[config.mk]
export PLATFORM = sky130hd
export DESIGN_NAME = tlg_rule
export DESIGN_NICKNAME = d
export VERILOG_FILES = /design/src/design/toroidal_life_generation_step_defines.svh /design/src/design/tlg_pkg.sv /design/src/design/tlg_rule.sv
export SDC_FILE = /design/constraint.sdc
export NUM_CORES = 1
export LEC_CHECK = 0
export BUFFER_PORTS_ARGS = -buffer_cell sky130_fd_sc_hd__buf_2
export CORE_UTILIZATION = 46
export DETAILED_ROUTE_END_ITERATION = 12
export PLACE_DENSITY = 0.74
export SLEW_MARGIN = 0
export SYNTH_ARGS = -nofsm -noshare
export SYNTH_HDL_FRONTEND = slang
export SYNTH_SLANG_ARGS = --single-unit
[constraint.sdc]
create_clock -name vclk -period 4.3
set_input_delay 0.645 -clock vclk [all_inputs]
set_output_delay 0.645 -clock vclk [all_outputs]
set_load 0.03 [all_outputs]
[src/design/toroidal_life_generation_step_defines.svh]
// Assertion macros shared by the toroidal Life generation step design.
`ifndef TOROIDAL_LIFE_GENERATION_STEP_DEFINES_SVH
`define TOROIDAL_LIFE_GENERATION_STEP_DEFINES_SVH

`ifndef ASSERT_OFF
`define TLG_ASSERT(lbl, prop, msg) \
	lbl: assert property (@(posedge clk) disable iff (!arst_n) prop) else $error(msg);
`define TLG_ASSERT_ALWAYS(lbl, prop, msg) \
	lbl: assert property (@(posedge clk) prop) else $error(msg);
`else
`define TLG_ASSERT(lbl, prop, msg)
`define TLG_ASSERT_ALWAYS(lbl, prop, msg)
`endif

`endif

[src/design/tlg_pkg.sv]
// Types, constants and helpers for the toroidal Life generation step.
package tlg_pkg;

	localparam int MAX_WIDTH  = 64;
	localparam int MAX_HEIGHT = 64;
	localparam int COL_W      = $clog2(MAX_WIDTH);
	localparam int ROW_W      = $clog2(MAX_HEIGHT);
	localparam int ADDR_W     = COL_W + ROW_W;
	localparam int DEPTH      = MAX_WIDTH * MAX_HEIGHT;
	localparam int SIZE_W     = 7;
	localparam int CELL_W     = 2;

	// Row periods spent loading the window before the first row is computed.
	localparam logic [SIZE_W-1:0] PROLOGUE = SIZE_W'(3);
	localparam logic [SIZE_W-1:0] MIN_SIZE = SIZE_W'(3);

	localparam logic [CELL_W-1:0] CELL_DEAD  = 2'd0;
	localparam logic [CELL_W-1:0] CELL_BORN  = 2'd1;
	localparam logic [CELL_W-1:0] CELL_ALIVE = 2'd2;
	localparam logic [CELL_W-1:0] CELL_DYING = 2'd3;

	typedef enum logic [1:0] {
		KIND_WRITE = 2'd0,
		KIND_READ  = 2'd1,
		KIND_STEP  = 2'd2,
		KIND_NONE  = 2'd3
	} tlg_kind_t;

	typedef enum logic {
		REG_WIDTH  = 1'b0,
		REG_HEIGHT = 1'b1
	} tlg_reg_t;

	typedef enum logic [1:0] {
		ST_CLEAR,
		ST_IDLE,
		ST_GEN
	} tlg_state_t;

	// One column of the window: rows above, centre, below, and the row being loaded.
	typedef struct packed {
		logic [CELL_W-1:0] a;
		logic [CELL_W-1:0] b;
		logic [CELL_W-1:0] c;
		logic [CELL_W-1:0] d;
	} tlg_col_t;

	typedef struct packed {
		logic rotate;
		logic shift_d;
		logic transfer;
		logic from_s;
		logic save_s;
	} tlg_cell_ctrl_t;

	function automatic logic [SIZE_W-1:0] clamp_size(input logic [SIZE_W-1:0] v,
		input logic [SIZE_W-1:0] maxv);
		logic [SIZE_W-1:0] r;
		if (v < MIN_SIZE) begin
			r = MIN_SIZE;
		end else if (v > maxv) begin
			r = maxv;
		end else begin
			r = v;
		end
		return r;
	endfunction

endpackage

[src/design/tlg_rule.sv]
// Counts the live neighbours of the centre cell and applies the four-state rule.
module tlg_rule (
	input  logic [tlg_pkg::CELL_W-1:0]       centre,
	input  logic [7:0][tlg_pkg::CELL_W-1:0]  nbr,
	output logic [tlg_pkg::CELL_W-1:0]       next_cell
);

	logic [3:0] count;
	logic       live;

	always_comb begin
		count = 4'd0;
		for (int i = 0; i < 8; i++) begin
			if (nbr[i] == tlg_pkg::CELL_BORN || nbr[i] == tlg_pkg::CELL_ALIVE) begin
				count = count + 4'd1;
			end
		end
	end

	assign live = (centre == tlg_pkg::CELL_BORN) || (centre == tlg_pkg::CELL_ALIVE);

	always_comb begin
		if ((centre == tlg_pkg::CELL_DEAD || centre == tlg_pkg::CELL_DYING)
			&& count == 4'd3) begin
			next_cell = tlg_pkg::CELL_BORN;
		end else if (centre == tlg_pkg::CELL_DYING) begin
			next_cell = tlg_pkg::CELL_DEAD;
		end else if (live && (count < 4'd2 || count > 4'd3)) begin
			next_cell = tlg_pkg::CELL_DYING;
		end else if (centre == tlg_pkg::CELL_BORN) begin
			next_cell = tlg_pkg::CELL_ALIVE;
		end else begin
			next_cell = centre;
		end
	end

endmodule

==> impl_metrics.prom <==
# TYPE chip_impl_metric gauge
chip_impl_info{name="run_status",value="finished with violations"} 1
chip_impl_info{name="violated_checks",value="negative setup slack"} 1
chip_impl_metric{name="drive_gt1_share",unit="%"} 51.7
chip_impl_metric{name="leakage",unit="nW"} 0.575
chip_impl_metric{name="antenna_found_initial",unit=""} 0
chip_impl_metric{name="first_iter_violations",unit=""} 13
chip_impl_info{name="crit_path_start_kind",value="primary input"} 1
chip_impl_metric{name="die_h",unit="um"} 43.3
chip_impl_metric{name="synthesis.yosys.warnings",unit=""} 0
chip_impl_metric{name="die_area",unit="sq um"} 1870
chip_impl_metric{name="hold_slack",unit="ns"} 1.73
chip_impl_metric{name="drt-vias-per-instance",unit=""} 5.46
chip_impl_metric{name="worstPathRequired",unit="ns"} 3.65
chip_impl_metric{name="synth.lib_cells_used.distinct",unit=""} 33
chip_impl_metric{name="dpl_cell_area",unit="sq um"} 1150
chip_impl_metric{name="combinationalPowerShare",unit="%"} 100.0
chip_impl_metric{name="cts_hold_buf",unit=""} 0
chip_impl_metric{name="clockBufferCount",unit=""} 0
chip_impl_metric{name="whs_path_depth",unit=""} 3
chip_impl_info{name="synth_area_leaders",value="sky130_fd_sc_hd__xnor2_1 (15%), sky130_fd_sc_hd__ha_1 (14%), sky130_fd_sc_hd__xor2_1 (8.9%)"} 1
chip_impl_metric{name="power_per_cell_area",unit="nW/um^2"} 490
chip_impl_metric{name="post-route-cell-area",unit="sq um"} 1280
chip_impl_metric{name="register_area",unit="sq um"} 0
chip_impl_metric{name="totalPowerFinal",unit="uW"} 628
chip_impl_metric{name="routed-via-count",unit=""} 868
chip_impl_metric{name="areaGrowthSynthToFinish",unit="%"} 63.3
chip_impl_metric{name="post-route-period-util",unit="%"} 111
chip_impl_info{name="critical_path.endpoint_type",value="primary output"} 1
chip_impl_metric{name="grt_max_degree",unit=""} 8
chip_impl_metric{name="fmaxAchievable",unit="MHz"} 210
chip_impl_metric{name="syn-instance-count",unit=""} 97
chip_impl_metric{name="final-setup-viol-count",unit=""} 1
chip_impl_metric{name="grt_first_pass_wirelength",unit="um"} 3260
chip_impl_metric{name="final.fill_count",unit=""} 94
chip_impl_info{name="critical-path-top-cell-by-count",value="sky130_fd_sc_hd__buf_6"} 1
chip_impl_metric{name="detail_route.drc_violations",unit=""} 0
chip_impl_metric{name="dieWidth",unit="um"} 43.3
chip_impl_metric{name="mapped_area",unit="sq um"} 785
chip_impl_metric{name="grt_remaining_overflow",unit=""} 0
chip_impl_info{name="crit_path_cell_trace",value="buf_6 > xnor2_4 > ha_4 > xnor2_2 > ha_1 > o22ai_2 > xor2_1 > a21oi_1 > ha_2 > inv_1 > o21ai_0 > a211oi_1 > or4b_1 > a211oi_2 > o21ai_1 > and3_4 > o311ai_4 > buf_6"} 1
chip_impl_metric{name="critical_path.max_stage_delay",unit="ns"} 0.51
chip_impl_metric{name="cp_arrival",unit="ns"} 4.12
chip_impl_metric{name="port_buffers",unit=""} 20
chip_impl_metric{name="net_sw_share",unit="%"} 45.9
chip_impl_metric{name="antennaDiodeCount",unit=""} 0
chip_impl_metric{name="worstMarginPinSlew",unit="ns"} 0.664
chip_impl_metric{name="layout.sequential_cells",unit=""} 0
chip_impl_metric{name="netlist.area_leader.share",unit="%"} 14.5
chip_impl_info{name="synth_area_leader_cell",value="sky130_fd_sc_hd__xnor2_1"} 1
chip_impl_metric{name="placementRows",unit=""} 14
chip_impl_metric{name="maxCapViolations",unit=""} 0
chip_impl_metric{name="power.ir.vdd_worst",unit="V"} 0.000342
chip_impl_metric{name="utilization",unit="%"} 83.1
chip_impl_metric{name="final_weighted_congestion_of_routability_driven_global_placement",unit=""} 0.817
chip_impl_metric{name="clk_pwr_share",unit="%"} 0
chip_impl_metric{name="avgSynthCellArea",unit="sq um"} 8.09
chip_impl_metric{name="finalWorstPathRequiredPeriod",unit="ns"} 4.76
chip_impl_metric{name="dpl_worst_slack",unit="ns"} -0.624
chip_impl_metric{name="routed_wire_length_per_instance",unit="um"} 13.8
chip_impl_metric{name="io_pins",unit=""} 20
chip_impl_metric{name="post-place-cells",unit=""} 154
chip_impl_info{name="worstHoldPathType",value="in2out"} 1
chip_impl_metric{name="syn-num-nets",unit=""} 124
chip_impl_metric{name="placeable_core_region",unit="sq um"} 1540
chip_impl_metric{name="tightest_slew_margin_relative_to_the_limit",unit="%"} 55.4
chip_impl_metric{name="grt.total_usage",unit="%"} 21.9
chip_impl_metric{name="dp_hpwl",unit="um"} 1570
chip_impl_metric{name="drt.antenna.violating_nets",unit=""} 0
chip_impl_metric{name="synth.yosys.seq_area_share",unit="%"} 0
chip_impl_metric{name="finalWirelength",unit="um"} 2190
chip_impl_metric{name="timing.setup.tns",unit="ns"} -0.461
chip_impl_info{name="worst-setup-path-type",value="in2out"} 1
chip_impl_metric{name="fin_cells",unit=""} 159
chip_impl_info{name="critical_path.slowest_cell",value="sky130_fd_sc_hd__or4b_1"} 1
chip_impl_metric{name="finalHoldViolations",unit=""} 0
chip_impl_metric{name="power.switching",unit="uW"} 289
chip_impl_metric{name="total_internal_power",unit="uW"} 340
chip_impl_metric{name="final_max_slew_viol_count",unit=""} 0
chip_impl_metric{name="layout_setup_ws",unit="ns"} -0.461
chip_impl_metric{name="initial_utilization",unit="%"} 50.9
chip_impl_metric{name="fin_nets",unit=""} 172
chip_impl_metric{name="drtPass1Iterations",unit=""} 4
chip_impl_metric{name="seq_power_share",unit="%"} 0
chip_impl_metric{name="maximum_fanout_encountered_on_the_critical_timing_path",unit=""} 4
chip_impl_info{name="grt_setup_unrepaired",value="true"} 1
chip_impl_metric{name="grt_pass1_vias",unit=""} 793
==> worst max-delay path: cells and delay by family <==
kind	cells	cell delay (ns)
xor gates and xnor gates	3	0.49
and+or+nand+nor	2	0.70
buffers and inverters	3	0.33
adders and majority gates	3	0.82
AOI/OAI and AO/OA	7	1.14
==> cell usage in the layout, fill, tap and decap left out, drive strengths merged, types with 2 or more instances in the layout <==
master,n
ha,9
o21ai,5
nand2,10
o22ai,2
nor2,9
xor2,9
xnor3,3
inv,6
buf,46
nand3,3
a21oi,5
a211oi,3
xnor2,15
nor3,4
==> per-layer routing <==
| layer | part of all wire (%) | GRT usage (%) | wire length [um] |
|---|---|---|---|
| met4 | 1.7 | 3.03 | 38 |
| met2 | 57 | 40.3 | 1240 |
| met3 | 1.9 | 0 | 42 |
| met5 | 0 | 0 | 0 |
| met1 | 40 | 29.1 | 866 |
==> path summary, 6_finish.rpt <==
kind | from | end | slack, ns
worst min-delay path | centre[1] | next_cell[1] | 1.73
worst max-delay path | nbr[3] | next_cell[0] | -0.46
==> cells in the mapped netlist (all sizes together) <==
library cell / instances
nand4: 1
o21ai: 5
and3: 1
o22ai: 2
xnor3: 3
nor3: 4
xor2: 9
a211oi: 3
nor3b: 1
o211a: 1
nand3: 3
nand2: 10
nand2b: 1
o31a: 1
xnor2: 15
a31oi: 1
a22oi: 1
o21a: 1
inv: 6
o32ai: 1
nor2: 9
o41a: 1
or3: 1
ha: 9
or4b: 1
a21oi: 5
o311ai: 1
==> power groups by stage <==
stage / combinational, mW / clock [mW] / sequential [mW]
2_1_floorplan: 0.397 / 0 / 0
3_3_place_gp: 0.541 / 0 / 0
3_5_place_dp: 0.560 / 0 / 0
4_1_cts: 0.604 / 0 / 0
5_1_grt: 0.686 / 0 / 0
6_report: 0.628 / 0 / 0
==> area by class of cell <==
class,instances,area (sq um),area share [%]
timing repair buffer,46,328,25.6
multi-input combinational,91,911,71.1
inverter,6,22.5,1.76
tap,16,20.0,1.56
==> logic make-up after synthesis <==
logic type      after synthesis  share of synthesized area (%)
compound gates               23                           22.5
simple gates                 32                           20.3
fa+ha+maj                     9                           14.4
buf+inv                       6                           2.87
xor+xnor                     27                           40.0
==> repair_timing <==
action | 4_1_cts | 5_1_grt
pin swaps | 18 | 11
endpoints found under the setup margin | 1 | 1
resized for setup | 12 | 11
setup buffers | 5 | 0
Power figures use the tool's default switching activity.
