===== src/design/toroidal_life_generation_step_defines.svh =====
// Assertion macros shared by the toroidal Life generation step design.
`ifndef TOROIDAL_LIFE_GENERATION_STEP_DEFINES_SVH
`define TOROIDAL_LIFE_GENERATION_STEP_DEFINES_SVH

`ifndef ASSERT_OFF
`define TLG_ASSERT(lbl, prop, msg) \
	lbl: assert property (@(posedge clk) disable iff (!arst_n) prop) else $error(msg);
`define TLG_ASSERT_ALWAYS(lbl, prop, msg) \
	lbl: assert property (@(posedge clk) prop) else $error(msg);
`else
`define TLG_ASSERT(lbl, prop, msg)
`define TLG_ASSERT_ALWAYS(lbl, prop, msg)
`endif

`endif


===== src/design/tlg_pkg.sv =====
// Types, constants and helpers for the toroidal Life generation step.
package tlg_pkg;

	localparam int MAX_WIDTH  = 64;
	localparam int MAX_HEIGHT = 64;
	localparam int COL_W      = $clog2(MAX_WIDTH);
	localparam int ROW_W      = $clog2(MAX_HEIGHT);
	localparam int ADDR_W     = COL_W + ROW_W;
	localparam int DEPTH      = MAX_WIDTH * MAX_HEIGHT;
	localparam int SIZE_W     = 7;
	localparam int CELL_W     = 2;

	// Row periods spent loading the window before the first row is computed.
	localparam logic [SIZE_W-1:0] PROLOGUE = SIZE_W'(3);
	localparam logic [SIZE_W-1:0] MIN_SIZE = SIZE_W'(3);

	localparam logic [CELL_W-1:0] CELL_DEAD  = 2'd0;
	localparam logic [CELL_W-1:0] CELL_BORN  = 2'd1;
	localparam logic [CELL_W-1:0] CELL_ALIVE = 2'd2;
	localparam logic [CELL_W-1:0] CELL_DYING = 2'd3;

	typedef enum logic [1:0] {
		KIND_WRITE = 2'd0,
		KIND_READ  = 2'd1,
		KIND_STEP  = 2'd2,
		KIND_NONE  = 2'd3
	} tlg_kind_t;

	typedef enum logic {
		REG_WIDTH  = 1'b0,
		REG_HEIGHT = 1'b1
	} tlg_reg_t;

	typedef enum logic [1:0] {
		ST_CLEAR,
		ST_IDLE,
		ST_GEN
	} tlg_state_t;

	// One column of the window: rows above, centre, below, and the row being loaded.
	typedef struct packed {
		logic [CELL_W-1:0] a;
		logic [CELL_W-1:0] b;
		logic [CELL_W-1:0] c;
		logic [CELL_W-1:0] d;
	} tlg_col_t;

	typedef struct packed {
		logic rotate;
		logic shift_d;
		logic transfer;
		logic from_s;
		logic save_s;
	} tlg_cell_ctrl_t;

	function automatic logic [SIZE_W-1:0] clamp_size(input logic [SIZE_W-1:0] v,
		input logic [SIZE_W-1:0] maxv);
		logic [SIZE_W-1:0] r;
		if (v < MIN_SIZE) begin
			r = MIN_SIZE;
		end else if (v > maxv) begin
			r = maxv;
		end else begin
			r = v;
		end
		return r;
	endfunction

endpackage


===== src/design/tlg_cell.sv =====
// One column cell of the window chain: holds four rows of one column and a saved copy.
module tlg_cell (
	input  logic                        clk,
	input  tlg_pkg::tlg_cell_ctrl_t     ctrl,
	input  logic                        wrap,
	input  tlg_pkg::tlg_col_t           nxt,
	input  tlg_pkg::tlg_col_t           first,
	input  logic [tlg_pkg::CELL_W-1:0]  rdata,
	output tlg_pkg::tlg_col_t           col
);

	logic [tlg_pkg::CELL_W-1:0] a_q, b_q, c_q, d_q, s_q;
	logic [tlg_pkg::CELL_W-1:0] d_next;

	// The last active cell shifts in store data and rotates in the chain head, closing the ring.
	always_comb begin
		if (ctrl.shift_d) begin
			d_next = wrap ? rdata : nxt.d;
		end else begin
			d_next = d_q;
		end
	end

	always_ff @(posedge clk) begin
		d_q <= d_next;
		if (ctrl.rotate) begin
			a_q <= wrap ? first.a : nxt.a;
			b_q <= wrap ? first.b : nxt.b;
			c_q <= wrap ? first.c : nxt.c;
		end else if (ctrl.transfer) begin
			a_q <= b_q;
			b_q <= c_q;
			c_q <= ctrl.from_s ? s_q : d_next;
		end
		if (ctrl.transfer && ctrl.save_s) begin
			s_q <= d_next;
		end
	end

	assign col = '{a: a_q, b: b_q, c: c_q, d: d_q};

endmodule


===== config.mk =====
export PLATFORM = sky130hd
export DESIGN_NAME = tlg_cell
export DESIGN_NICKNAME = d
export VERILOG_FILES = /design/src/design/toroidal_life_generation_step_defines.svh /design/src/design/tlg_pkg.sv /design/src/design/tlg_cell.sv
export SDC_FILE = /design/constraint.sdc
export NUM_CORES = 1
export LEC_CHECK = 0
export BUFFER_PORTS_ARGS = -buffer_cell sky130_fd_sc_hd__buf_4
export CORE_AREA = 4 4 41 43
export CTS_CLUSTER_SIZE = 24
export DETAILED_ROUTE_END_ITERATION = 10
export DIE_AREA = 0 0 45 47
export GPL_TIMING_DRIVEN = 0
export HOLD_SLACK_MARGIN = 0.12
export PLACE_DENSITY_LB_ADDON = 0.25
export RECOVER_POWER = 50
export SYNTH_ARGS = -nofsm -noshare
export SYNTH_HDL_FRONTEND = slang
export SYNTH_SLANG_ARGS = --single-unit
export TNS_END_PERCENT = 5

===== constraint.sdc =====
create_clock -name clk -period 1.3 [get_ports clk]
set_input_delay 0.26 -clock clk [delete_from_list [all_inputs] [get_ports clk]]
set_output_delay 0.26 -clock clk [all_outputs]
set_load 0.1 [all_outputs]

==> results.cfg, run 1 <==
[clock_network]
cts_resized = 0
clkTransAtPathRegs_ns = 0.06
cts_max_level = 1
cts.path.max_buffers = 2
clock_sinks = 10
cts_tree = yes
clock_latency_ns = 0.26
cts_made_buffers = 3
root_buffer = clkbuf_4
cts_hold_buf = 0
post-cts-setup-buffer-count = 0

[grt]
grt_pass1_wl_um = 1520
grt_pass1_vias = 397
track_usage_pct = 10.7
grt_max_degree = 11
antenna_found_initial = 0
grt_overflow = 0

[timing]
finalCriticalPeriod_ns = 1.18
slew_violations = 0
hold_violations = 0
setup_viol = 0
slew_headroom_pct = 73.3
fmax_mhz = 845
worst_slack_ns = 0.116
fin_skew_ns = 0.0107
period_share_pct = 91.1
worst_pin_slew_ns = 0.400
rsz0062_at_grt = no

[layout]
seq_area_um2 = 280
areaGrowthSynthToFinish_pct = 54.1
multiInputGateArea_um2 = 186
fillers = 129
instances_no_fill = 88
drive_above_1_share_pct = 45.2
final_area_um2 = 744
final_nets = 99
n_antenna_cell = 0

[critical_path]
critical_path_buf_inv_count = 1
slowest_delay_ns = 0.36
start_kind = register
arrival_ns = 0.92
r2r-start = d_q[1]
cp_slowest_cell = edfxtp_1
critPathKind = register to primary output
cp_top_family = flip-flops
cp.required_ns = 1.04
cp-end-kind = primary output
rrSetupSlack_ns = 0.33
cp_cell_sequence = buf_4
path_max_fanout = 2
r2r_end = c_q[1]
crit_cells = 1
rr_worst_depth = 3

[floorplan]
dieArea_um2 = 2120
floorplan.initialDensity_pct = 37.1
core-area_um2 = 1300
pin_count = 33
die_w_um = 45
rows = 13
die_h_um = 47

[detailed_routing]
wl_per_cell_um = 12.0
wl_um = 1060
ant_nets = 0
vias = 436
drt_first_pass_iters = 4
drtIter0Drc = 3
via_per_inst = 4.95
drc_errors = 0

[logic_synthesis]
ys_warn_count = 0
synthTopCellsByArea = edfxtp_1 50%, mux2i_1 17%, dfxtp_1 8.3%, a21oi_1 7.3%, nor2_1 5.4%
synthTopCellsByCount = 8 x edfxtp_1, 8 x mux2i_1, 7 x a21oi_1, 7 x nor2_1
synth.ff_latch_count = 10
synth_area_per_cell_um2 = 12.1
synth_top_area_share_pct = 49.7
yosysSeqAreaShare_pct = 58.0
synth-async-reset-ratio_pct = 0
synthesis.area_um2 = 483
syn_nets = 65
synthesis.instances = 40
synth_top_area_cell = edfxtp_1
ys.flop_type = edfxtp_1
ys_types = 12
synth_edf_count = 8

[power_and_ir_drop]
ir_worst_vdd_mv = 0.880
power_mw = 0.961
power_density_nw_per_um2 = 1290
p_leak_nw = 0.336

[min_path]
holdCritStartpoint = ctrl[3]
hold_path.class = input port to register
min_path_cells = 2
min_to = d_q[0]

[run_status]
outcome = finished clean

[place]
dpl-instance-area_um2 = 721
gp_congestion = 0.698
post-place-cells = 84
io_buffers = 29
detailedPlace.worstSlack_ns = 0.0666

[run]
maxCapViolCount = 0
==> layout by cell type, fill, tap and decap left out <==
cell      netlist  layout
a21oi_1         7       7
a22oi_1         1       1
and2_0          0       1
buf_4           0      28
buf_6           1       1
clkbuf_1        0       2
clkbuf_4        0       4
dfxtp_1         2       2
edfxtp_1        8       8
mux2i_1         8       8
nor2_1          7       7
nor3b_1         1       1
o31a_1          2       2
or2_0           0       1
==> per-stage QoR <==
step / utilization [%] / setup TNS, ns / hold slack (ns)
floorplan: - / -0.193 / 0.369
global placement: 55.4 / 0 / 0.504
detailed placement: 55.4 / 0 / 0.514
CTS: 57.4 / 0 / 0.246
global route: 57.2 / 0 / 0.264
finish: 57.2 / 0 / 0.254
==> state kept, by name, indices dropped and copies added, names as in the netlist <==
register  count
a_q           2
b_q           2
c_q           2
d_q           2
s_q           2
==> how the worst max path moves through the flow <==
stage             from     end
4_1_cts         c_q[1]  col[3]
6_report        c_q[1]  col[3]
2_1_floorplan   d_q[0]  c_q[0]
3_3_place_gp      wrap  c_q[0]
5_1_grt        ctrl[4]  c_q[0]
3_5_place_dp      wrap  c_q[0]
==> kinds of logic after synthesis <==
group	Yosys count	share of synthesized area, %
simple gates	10	9.59
flops	10	58.0
compound gates	10	12.4
buf+inv	2	3.37
mux	8	16.6
==> layer usage <==
metal / routed length [um] / up-vias / part of all wire (%) / GRT usage (%)
met3: 104 / 0 / 9.8 / 6.51
met4: 0 / 0 / 0 / 3.51
li1: - / 215 / - / -
met2: 567 / 22 / 54 / 18.6
met1: 386 / 199 / 36 / 10.5
met5: 0 / - / 0 / 0
==> area by class of cell <==
type                    instances  area share [%]
well taps                      15            2.52
multi-input cells              28            25.0
flip-flops and latches         10            37.6
plain buffers                   2            2.02
repair buffers                 29            29.2
clock buffers                   4            3.53
==> power by group <==
| part | internal (mW) | switching [mW] |
|---|---|---|
| Clock | 0.118 | 0.0953 |
| Combinational | 0.104 | 0.249 |
| Sequential | 0.383 | 0.0119 |
(Power assumes the default switching activity.)
==> run 2: changes to the inputs <==
ABC_AREA = 1   (was unset)
ABC_CLOCK_PERIOD_IN_PS = 1300   (was unset)
CORE_AREA = unset   (was 4 4 41 43)
CORE_MARGIN = 4   (was unset)
CORE_UTILIZATION = 40   (was unset)
DIE_AREA = unset   (was 0 0 45 47)
==> run 2 against run 1 <==
Against the previous run: sequential share of layout area down 2.5 points; final cell count up 26%; register-to-register slack improved by 0.08 ns.
==> results.cfg, run 2 <==
[run_status]
outcome = finished clean

[floorplan]
core-area_um2 = 1170
die_w_um = 44.4
dieArea_um2 = 1970
floorplan.initialDensity_pct = 45.3
rows = 12
die_h_um = 44.4
pin_count = 33

[logic_synthesis]
synth.ff_latch_count = 10
synth_top_area_share_pct = 45.3
ys.flop_type = edfxtp_1
ys_warn_count = 0
synth_top_area_cell = edfxtp_1
synth_edf_count = 8
synthTopCellsByCount = 15 x nand2_1, 12 x nor2_1, 8 x edfxtp_1
syn_nets = 89
synthesis.area_um2 = 531
synth.most_common_cell = nand2_1
synth-async-reset-ratio_pct = 0
synthesis.instances = 64
synthTopCellsByArea = edfxtp_1 45%, nand2_1 11%, nor2_1 8.5%, dfxtp_1 7.5%, o21ai_0 5.7%
synth_area_per_cell_um2 = 8.29
ys_types = 14
yosysSeqAreaShare_pct = 52.8

[detailed_routing]
via_per_inst = 4.67
wl_per_cell_um = 11.1
drtIter0Drc = 10
vias = 518
drt_first_pass_iters = 4
wl_um = 1240
ant_nets = 0
drc_errors = 0

[place]
detailedPlace.worstSlack_ns = 0.285
post-place-cells = 107
io_buffers = 29
place_hpwl_um = 977
gp_congestion = 0.698

[power_and_ir_drop]
ir_worst_vdd_mv = 0.932
p_leak_nw = 0.405
power_density_nw_per_um2 = 1310

[timing]
fmax_mhz = 846
fin_skew_ns = 0.00351
setup_viol = 0
slew_headroom_pct = 73.6
rsz0062_at_grt = no
worst_pin_slew_ns = 0.397
worst_slack_ns = 0.119
hold_violations = 0
period_share_pct = 90.9
fin_hold_ws_ns = 0.283
slew_violations = 0
finalCriticalPeriod_ns = 1.18

[clock_network]
clock_sinks = 10
cts_made_buffers = 3
clkTransAtPathRegs_ns = 0.07
cts_resized = 0
cts.path.max_buffers = 2
post-cts-setup-buffer-count = 0
clock_latency_ns = 0.27
cts_max_level = 1
root_buffer = clkbuf_4
cts_tree = yes
cts_hold_buf = 0

[critical_path]
crit_cells = 1
cp_top_family = flip-flops
arrival_ns = 0.92
cp_cell_sequence = buf_4
path_max_fanout = 2
cp-end-kind = primary output
cp.required_ns = 1.04
start_kind = register
cp_slowest_cell = edfxtp_1
critical_path_buf_inv_count = 1
rr_worst_depth = 4
slowest_delay_ns = 0.36
critPathKind = register to primary output

[grt]
antenna_found_initial = 0
grt_max_degree = 10
grt_pass1_wl_um = 1970
grt_overflow = 0
grt_pass1_vias = 490
track_usage_pct = 13.9

[layout]
areaGrowthSynthToFinish_pct = 50.5
fillers = 107
n_antenna_cell = 0
most-common-layout-cells = 27 x buf_4, 15 x nand2_1, 12 x nor2_1
multiInputGateArea_um2 = 200
final_nets = 123
instances_no_fill = 111
final_common_cell = buf_4
seq_area_um2 = 280
drive_above_1_share_pct = 39.2

[min_path]
hold_path.class = input port to register
min_path_cells = 3

[run]
maxCapViolCount = 0
==> run 2: cell type report <==
class | count | area share (%)
well taps | 14 | 2.19
clock buffers | 4 | 4.55
inverters | 9 | 4.86
repair buffers | 29 | 26.8
multi-input cells | 44 | 25.1
flip-flops and latches | 10 | 35.1
plain buffers | 1 | 1.41
==> run 2: logic make-up (layout without fill, tap and decap cells) <==
family / Yosys count / count (layout) / share of synthesized area (%)
simple gates: 34 / 34 / 28.3
compound gates: 10 / 10 / 9.43
buf+inv: 10 / 43 / 9.43
flops: 10 / 10 / 52.8
==> run 2: power by group <==
group,switching [mW],leakage (nW),internal [mW],total (mW)
sequential,0.0124,0.0977,0.384,0.396
combinational,0.271,0.286,0.101,0.372
clock,0.107,0.0210,0.170,0.277
total,0.391,0.405,0.655,1.05
==> run 2: per-stage QoR <==
stage	setup TNS [ns]	util [%]	total power, mW	instance area, um2
6_report	0	68.2	1.05	798
5_1_grt	0	68.2	1.10	798
4_1_cts	0	68.6	1.06	803
3_5_place_dp	0	65.5	0.779	767
3_3_place_gp	0	65.5	0.774	767
2_1_floorplan	-0.125	-	0.671	532
==> run 2: worst paths after layout <==
path / start / end / slack (ns)
worst max-delay path: c_q[1] / col[3] / 0.12
worst min-delay path: ctrl[3] / d_q[0] / 0.28
worst max register to register: s_q[1] / c_q[1] / 0.41
worst min register to register: d_q[0] / d_q[0] / 0.51
==> run 2: routing by layer <==
layer / vias to the layer above / global-route usage (%) / routed length (um)
met5: - / 0 / 0
li1: 270 / - / -
met3: 5 / 4.07 / 119
met2: 27 / 21.8 / 613
met4: 0 / 9.04 / 44
met1: 216 / 16.5 / 458
